$ cat config.mk
export PLATFORM = sky130hd
export DESIGN_NAME = fft_bin_magnitude_to_db
export DESIGN_NICKNAME = d
export VERILOG_FILES = /design/src/design/fbmdb_pkg.sv /design/src/design/fft_bin_magnitude_to_db.sv
export VERILOG_INCLUDE_DIRS = /design/src /design/src/design
export SDC_FILE = /design/constraint.sdc
export NUM_CORES = 2
export LEC_CHECK = 0
export ABC_CLOCK_PERIOD_IN_PS = 7400
export BUFFER_PORTS_ARGS = -buffer_cell sky130_fd_sc_hd__buf_2
export CORE_MARGIN = 3
export CORE_UTILIZATION = 40
export CTS_BUF_LIST = sky130_fd_sc_hd__clkbuf_4 sky130_fd_sc_hd__clkbuf_8
export DETAILED_ROUTE_END_ITERATION = 8
export PLACE_DENSITY = 0.62
export SKIP_LAST_GASP = 1
export SYNTH_ARGS = -nofsm -noshare
export SYNTH_HDL_FRONTEND = slang
export SYNTH_SLANG_ARGS = --single-unit
export TNS_END_PERCENT = 10
$ cat constraint.sdc
create_clock -name clk_i -period 7.4 [get_ports clk_i]
set_clock_uncertainty 0.05 [all_clocks]
set_input_delay 1.11 -clock clk_i [delete_from_list [all_inputs] [get_ports clk_i]]
set_output_delay 1.11 -clock clk_i [all_outputs]
set_load 0.02 [all_outputs]
$ cat src/design/assert_macros.svh
// Assertion macros used by fft_bin_magnitude_to_db.
`ifndef ASSERT_MACROS_SVH
`define ASSERT_MACROS_SVH

// Checked at every rising edge of clk_i, switched off while rst_ni is low.
`define ASSERT_CLK(lbl, prop, msg) \
  lbl: assert property (@(posedge clk_i) disable iff (!rst_ni) (prop)) else $error(msg);

// Checked at every rising edge of clk_i, reset included.
`define ASSERT_ALWAYS(lbl, prop, msg) \
  lbl: assert property (@(posedge clk_i) (prop)) else $error(msg);

`endif

$ cat src/design/fbmdb_pkg.sv
package fbmdb_pkg;

  // Default sizes.
  localparam int unsigned SAMPLE_BITS_DEF       = 16;
  localparam int unsigned LOG_FRACTION_BITS_DEF = 5;

  // Fixed field widths.
  localparam int unsigned LEVEL_W = 15;
  localparam int unsigned GAIN_W  = 12;
  localparam int unsigned CFG_W   = GAIN_W;

  // Level limits and the zero-power sentinel, in 1/16 dB.
  localparam int LEVEL_MIN  = -16384;
  localparam int LEVEL_MAX  = 16383;
  localparam int ZERO_LEVEL = -10656;

  // 16 * 10 * log10(2) in Q.16.
  localparam int DB_SCALE_Q16 = 3156528;

  // 2 * log2(full scale) for the two full-scale settings.
  localparam int FS_BITS_LO = 14;
  localparam int FS_BITS_HI = 22;

  // Configuration register indexes.
  typedef enum logic [0:0] {
    RegFullScale = 1'b0,
    RegGain      = 1'b1
  } cfg_reg_e;

  // Q.16 log2 of (1 + m / 2^fbits), by repeated squaring of a Q.30 mantissa.
  // Only evaluated on constants to build the fraction table.
  function automatic logic [15:0] frac_log2(input int unsigned m, input int unsigned fbits);
    logic [63:0] x;
    logic [15:0] r;
    x = (64'd1 << fbits) + 64'(m);
    x = x << (30 - fbits);
    r = '0;
    for (int i = 0; i < 16; i++) begin
      x = (x * x) >> 30;
      r = {r[14:0], 1'b0};
      if (x >= (64'd2 << 30)) begin
        r[0] = 1'b1;
        x    = x >> 1;
      end
    end
    return r;
  endfunction

endpackage

$ cat src/design/fft_bin_magnitude_to_db.sv
// Channel   Direction  Handshake                 Payload
// command   in         start / busy              real_part_i, imag_part_i, last_bin_i
// result    out        result_valid_o (strobe)   level_db_o, zero_power_o, last_bin_out_o
// config    in         cfg_we_i                  cfg_idx_i, cfg_data_i
//
// One bin is taken every clock; busy is never raised.
// Each result leaves once its bin has passed through every stage, in order of arrival.
// The seven stages are: squares, power sum, leading-one search, normalize shift,
// fraction table and offset, dB scale multiply, round/gain/saturate.
// Reset clears the valid bits of all stages and both configuration registers.
// The receiver cannot hold results off, so the pipeline never stalls.
module fft_bin_magnitude_to_db #(
  parameter int unsigned SAMPLE_BITS       = fbmdb_pkg::SAMPLE_BITS_DEF,
  parameter int unsigned LOG_FRACTION_BITS = fbmdb_pkg::LOG_FRACTION_BITS_DEF
) (
  input  logic                                  clk_i,
  input  logic                                  rst_ni,
  input  logic                                  start,
  output logic                                  busy,
  input  logic signed [SAMPLE_BITS-1:0]         real_part_i,
  input  logic signed [SAMPLE_BITS-1:0]         imag_part_i,
  input  logic                                  last_bin_i,
  output logic                                  result_valid_o,
  output logic signed [fbmdb_pkg::LEVEL_W-1:0]  level_db_o,
  output logic                                  zero_power_o,
  output logic                                  last_bin_out_o,
  input  logic                                  cfg_we_i,
  input  logic [0:0]                            cfg_idx_i,
  input  logic [fbmdb_pkg::CFG_W-1:0]           cfg_data_i
);
  import fbmdb_pkg::*;

`include "assert_macros.svh"

  localparam int unsigned SqW         = 2 * SAMPLE_BITS - 1;
  localparam int unsigned PW          = 2 * SAMPLE_BITS;
  localparam int unsigned EW          = $clog2(PW);
  localparam int unsigned FW          = LOG_FRACTION_BITS;
  localparam int unsigned FracEntries = 1 << FW;
  localparam int unsigned XW          = EW + 18;
  localparam int unsigned ProdW       = XW + 23;
  localparam int unsigned RawW        = ProdW - 32;
  localparam int unsigned SumW        = ((RawW > GAIN_W) ? RawW : GAIN_W) + 2;
  localparam int unsigned Latency     = 7;

  localparam logic signed [XW-1:0]    FsOffLo   = XW'(FS_BITS_LO * 65536);
  localparam logic signed [XW-1:0]    FsOffHi   = XW'(FS_BITS_HI * 65536);
  localparam logic signed [22:0]      DbScale   = 23'(DB_SCALE_Q16);
  localparam logic signed [ProdW-1:0] RoundHalf = ProdW'(64'd1 << 31);
  localparam logic signed [SumW-1:0]  SatLo     = SumW'(LEVEL_MIN);
  localparam logic signed [SumW-1:0]  SatHi     = SumW'(LEVEL_MAX);
  localparam logic [EW-1:0]           TopIdx    = EW'(PW - 1);

  // Configuration registers.
  logic              fs_sel_q;
  logic [GAIN_W-1:0] gain_q;

  always_ff @(posedge clk_i or negedge rst_ni) begin
    if (!rst_ni) begin
      fs_sel_q <= 1'b0;
      gain_q   <= '0;
    end else if (cfg_we_i) begin
      case (cfg_reg_e'(cfg_idx_i))
        RegFullScale: fs_sel_q <= cfg_data_i[0];
        RegGain:      gain_q   <= cfg_data_i[GAIN_W-1:0];
        default: ;
      endcase
    end
  end

  assign busy = 1'b0;

  // Fraction table, built at elaboration.
  logic [15:0] frac_rom [FracEntries];
  for (genvar g = 0; g < FracEntries; g++) begin : g_rom
    assign frac_rom[g] = frac_log2(g, FW);
  end

  // Valid bits travel with the data through all stages.
  logic [Latency-1:0] vld_q;
  logic [Latency-1:0] last_q;

  always_ff @(posedge clk_i or negedge rst_ni) begin
    if (!rst_ni) begin
      vld_q <= '0;
    end else begin
      vld_q <= {vld_q[Latency-2:0], start};
    end
  end

  always_ff @(posedge clk_i) begin
    last_q <= {last_q[Latency-2:0], last_bin_i};
  end

  // Stage 1: squares of both parts.
  logic signed [PW-1:0] sq_re_full, sq_im_full;
  logic [SqW-1:0]       sq_re_q, sq_im_q;

  assign sq_re_full = real_part_i * real_part_i;
  assign sq_im_full = imag_part_i * imag_part_i;

  always_ff @(posedge clk_i) begin
    sq_re_q <= sq_re_full[SqW-1:0];
    sq_im_q <= sq_im_full[SqW-1:0];
  end

  // Stage 2: power sum and zero detect.
  logic [PW-1:0] pow_d, pow_q;
  logic          zero_q [6];

  assign pow_d = {1'b0, sq_re_q} + {1'b0, sq_im_q};

  always_ff @(posedge clk_i) begin
    pow_q     <= pow_d;
    zero_q[0] <= (pow_d == '0);
  end

  // Stage 3: position of the leading one.
  logic [EW-1:0] lead_d, lead_q;
  logic [PW-1:0] pow3_q;

  always_comb begin
    lead_d = '0;
    for (int i = 0; i < PW; i++) begin
      if (pow_q[i]) begin
        lead_d = EW'(i);
      end
    end
  end

  always_ff @(posedge clk_i) begin
    lead_q    <= lead_d;
    pow3_q    <= pow_q;
    zero_q[1] <= zero_q[0];
  end

  // Stage 4: normalize so the leading one sits at the top, take the bits below it.
  logic [EW-1:0] shamt;
  logic [PW-1:0] norm;
  logic [FW-1:0] mant_q;
  logic [EW-1:0] lead4_q;

  assign shamt = TopIdx - lead_q;
  assign norm  = pow3_q << shamt;

  always_ff @(posedge clk_i) begin
    mant_q    <= norm[PW-2 -: FW];
    lead4_q   <= lead_q;
    zero_q[2] <= zero_q[1];
  end

  // Stage 5: log2 in Q.16 less the full-scale term.
  logic signed [XW-1:0] x_d, x_q;

  assign x_d = $signed({2'b00, lead4_q, frac_rom[mant_q]}) - (fs_sel_q ? FsOffHi : FsOffLo);

  always_ff @(posedge clk_i) begin
    x_q       <= x_d;
    zero_q[3] <= zero_q[2];
  end

  // Stage 6: scale into 1/16 dB.
  logic signed [ProdW-1:0] prod_q;

  always_ff @(posedge clk_i) begin
    prod_q    <= x_q * DbScale;
    zero_q[4] <= zero_q[3];
  end

  // Stage 7: round half up, subtract the gain, saturate or pick the sentinel.
  logic signed [ProdW-1:0]   rnd;
  logic signed [RawW-1:0]    raw;
  logic signed [SumW-1:0]    lvl_sum;
  logic signed [LEVEL_W-1:0] lvl_d, lvl_q;

  assign rnd     = prod_q + RoundHalf;
  assign raw     = rnd[ProdW-1:32];
  assign lvl_sum = {{(SumW - RawW){raw[RawW-1]}}, raw}
                 - {{(SumW - GAIN_W){gain_q[GAIN_W-1]}}, gain_q};

  always_comb begin
    if (zero_q[4]) begin
      lvl_d = LEVEL_W'(ZERO_LEVEL);
    end else if (lvl_sum < SatLo) begin
      lvl_d = LEVEL_W'(LEVEL_MIN);
    end else if (lvl_sum > SatHi) begin
      lvl_d = LEVEL_W'(LEVEL_MAX);
    end else begin
      lvl_d = lvl_sum[LEVEL_W-1:0];
    end
  end

  always_ff @(posedge clk_i) begin
    lvl_q     <= lvl_d;
    zero_q[5] <= zero_q[4];
  end

  // Result ports.
  assign result_valid_o = vld_q[Latency-1];
  assign level_db_o     = lvl_q;
  assign zero_power_o   = zero_q[5];
  assign last_bin_out_o = last_q[Latency-1];

  // Every accepted bin produces exactly one result after the pipeline latency.
  `ASSERT_CLK(a_bin_gives_result, start |-> ##7 result_valid_o,
              "accepted bin did not produce a result")
  `ASSERT_CLK(a_result_has_bin, result_valid_o |-> $past(start, 7),
              "result without an accepted bin")
  `ASSERT_CLK(a_zero_sentinel,
              (result_valid_o && zero_power_o) |-> (level_db_o == LEVEL_W'(ZERO_LEVEL)),
              "zero power without the sentinel level")
  `ASSERT_CLK(a_last_follows, result_valid_o |-> (last_bin_out_o == $past(last_bin_i, 7)),
              "last bin marker out of step with its bin")
  `ASSERT_ALWAYS(a_quiet_in_reset, !rst_ni |=> !result_valid_o,
                 "result strobe during reset")

endmodule

==> impl_metrics.yaml <==
sta:
  worst_slack_ns: 0.783
  finalSetupViolCount: 0
  rsz0062_at_grt: "no"
  tns_ns: 0
  tightest_slew_ns: 1.18
  period_minus_slack_ns: 6.62
  hold_viol_final: 0
  slew_headroom: 0.211
  layout_worst_path_cycle_share: 0.894
  final_max_slew_viol_count: 0
  fmax_mhz: 151
drt:
  ant_nets: 0
  drtIter0Drc: 1124
  route.detailed.drc: 0
  drt_pre_antenna_iters: 5
  vias_per_cell: 4.80
  totalWireLength_mm: 68.2
  detail_route.wl_per_cell_um: 14.7
  vias: 22283
layout:
  fillers: 7960
  seq_area_sq_mm: 0.00454
  multi_input_area_sq_mm: 0.0242
  syn_to_final_growth_pct: 8.16
  layout_commonest_cell: "inv_1"
  fin_nets: 4574
  drive_above_1_share: 0.0728
  layout_common_cells: "927 x inv_1, 553 x fa_1, 415 x ha_1"
die:
  core_sq_mm: 0.0807
  chipWidth_um: 291
  die_y_um: 291
  dieArea_sq_mm: 0.0849
  num_io_pins: 69
  start_util: 0.404
  num_rows: 104
logic_synthesis:
  synth.net_count: 4496
  synth_edf_count: 0
  synth_top_area_cell: "fa_1"
  yosysSeqAreaShare: 0.139
  synthCells: 3478
  synth-main-ff-cell: "dfxtp_1"
  synth.area.top_cells: "fa_1 34%, ha_1 16%, dfxtp_1 12%, inv_1 11%, xnor2_1 3.3%"
  yosys_warnings: 0
  synth_area_sq_mm: 0.0326
  synth-async-reset-ratio: 0.0901
  ys_ff_latch: 222
  synth_cell_types: 79
  synth_top_area_frac: 0.340
  syn_area_per_cell_sq_um: 9.37
run_status:
  status: "finished, final reports clean"
clock_tree:
  clock-root-buffer: "clkbuf_8"
  cts_sinks: 222
  cts_tree: "built"
  numCtsBuffers: 41
  hold_buffers: 0
  post-cts-setup-buffer-count: 0
  clkLatencyLatePin_ns: 0.58
  cts_buffer_depth: 3
  htree_levels: 2
  cts-resized-gates: 0
  clk_pin_slew_worst_paths_ns: 0.07
hold_path:
  hold_depth: 0
  hp-class: "flip-flop to flip-flop"
flow_run:
  cap_violations: 0
worst_setup_path:
  critPathKind: "input port to flip-flop"
  cp_max_fo: 12
  crit_path_end_kind: "flip-flop"
  cp.arrival_ns: 7.08
  cp-start-kind: "input port"
  rr_worst_depth: 22
  cp.required_ns: 7.86
global_routing:
  grt_first_pass_wirelength_mm: 116
  grt.total_usage: 0.167
  antenna_found_initial: 2
  first_global_vias: 23805
  grt_overflow_total: 0
  grt_max_degree: 40
placement:
  numPortBuffers: 67
  gp_congestion: 0.885
  dp_hpwl_mm: 59.0
  dp_slack_ns: 0.195
-- metrics by stage --
stage | util | cell area, sq um | cells | hold slack (ns)
detailed placement | 0.425 | 34300 | 4573 | 0.262
global route | 0.437 | 35200 | 4647 | 0.282
global placement | 0.425 | 34300 | 4573 | 0.260
finish | 0.437 | 35200 | 4647 | 0.272
CTS | 0.437 | 35200 | 4646 | 0.275
floorplan | - | 32600 | 3478 | 0.260
-- worst paths after layout --
kind	from	end	slack, ns
max	real_part_i[6]	sq_re_q[28]	0.78
min	zero_q[0]	zero_q[1]	0.27
max reg2reg	x_q[9]	prod_q[37]	1.87
min reg2reg	zero_q[0]	zero_q[1]	0.27
max in group asynchronous	rst_ni	gain_q[0]	6.52
min in group asynchronous	rst_ni	vld_q[2]	0.43
-- final cells by class --
cell class                      instances  area share
Clock inverter                         15     0.00653
Multi-Input combinational cell       2245       0.688
Clock buffer                           58      0.0205
Antenna cell                            1   0.0000710
Timing Repair Buffer                  112      0.0191
Sequential cell                       222       0.129
Inverter                              934      0.0995
Tap cell                             1060      0.0376
-- cells in the mapped netlist, types with 14 or more instances --
cell type / count
and2_1: 68
a31oi_1: 15
o211ai_1: 17
dfxtp_1: 202
nand2_1: 224
nand2b_1: 17
fa_1: 553
or2_2: 14
xnor2_1: 122
clkbuf_1: 67
a21o_1: 29
nor2_1: 167
a21oi_1: 123
inv_1: 927
and3_1: 14
mux2i_1: 28
mux4_2: 16
nor3_1: 30
nor2b_1: 22
ha_1: 415
xor2_1: 40
mux2_2: 26
o21ai_0: 79
a211oi_1: 19
o21a_1: 20
dfrtp_1: 20
nand3_1: 32
-- registers in the layout (all words and copies together), names as in the netlist, 12 cells and up --
name	cells
gain_q	12
level_db_o	15
pow3_q	31
pow_q	32
prod_q	14
sq_im_q	30
sq_re_q	30
x_q	22
-- routing by layer --
| layer | vias up | track usage | wire length (um) |
|---|---|---|---|
| met5 | - | 0 | 0 |
| li1 | 10897 | - | - |
| met2 | 289 | 0.309 | 35900 |
| met1 | 11004 | 0.206 | 28800 |
| met4 | 0 | 0.0418 | 1620 |
| met3 | 93 | 0.0182 | 1880 |
-- cell families (layout without fill, tap and decap cells) --
kind of cell	Yosys count	after routing	synth area share
AO/OA/AOI/OAI	402	402	0.0796
multiplexers	70	70	0.0286
flip-flops	222	222	0.139
adder cells (fa/ha/maj)	968	968	0.499
XOR/XNOR	162	162	0.0435
other	1	2	0.000115
AND/OR/NAND/NOR	642	642	0.0930
buffers and inverters	1011	1119	0.117
-- worst max-delay path: stages --
cell and delay (ns):
buf_2 0.23, buf_4 0.21, and2_1 0.17, inv_1 0.07, fa_1 0.52, inv_1 0.05
fa_1 0.53, ha_1 0.13, inv_1 0.04, fa_1 0.47, inv_1 0.05, fa_1 0.54
fa_1 0.44, ha_1 0.26, or4_1 0.53, o211ai_1 0.19, nor2_1 0.12, a21oi_1 0.28
o31ai_1 0.17, a2111o_1 0.42, a31o_2 0.24, a21oi_1 0.17, xnor2_1 0.13
Power is left out: the tool's default activity adds up to more than one toggle a clock period on the data nets, which glitch-free logic cannot reach.
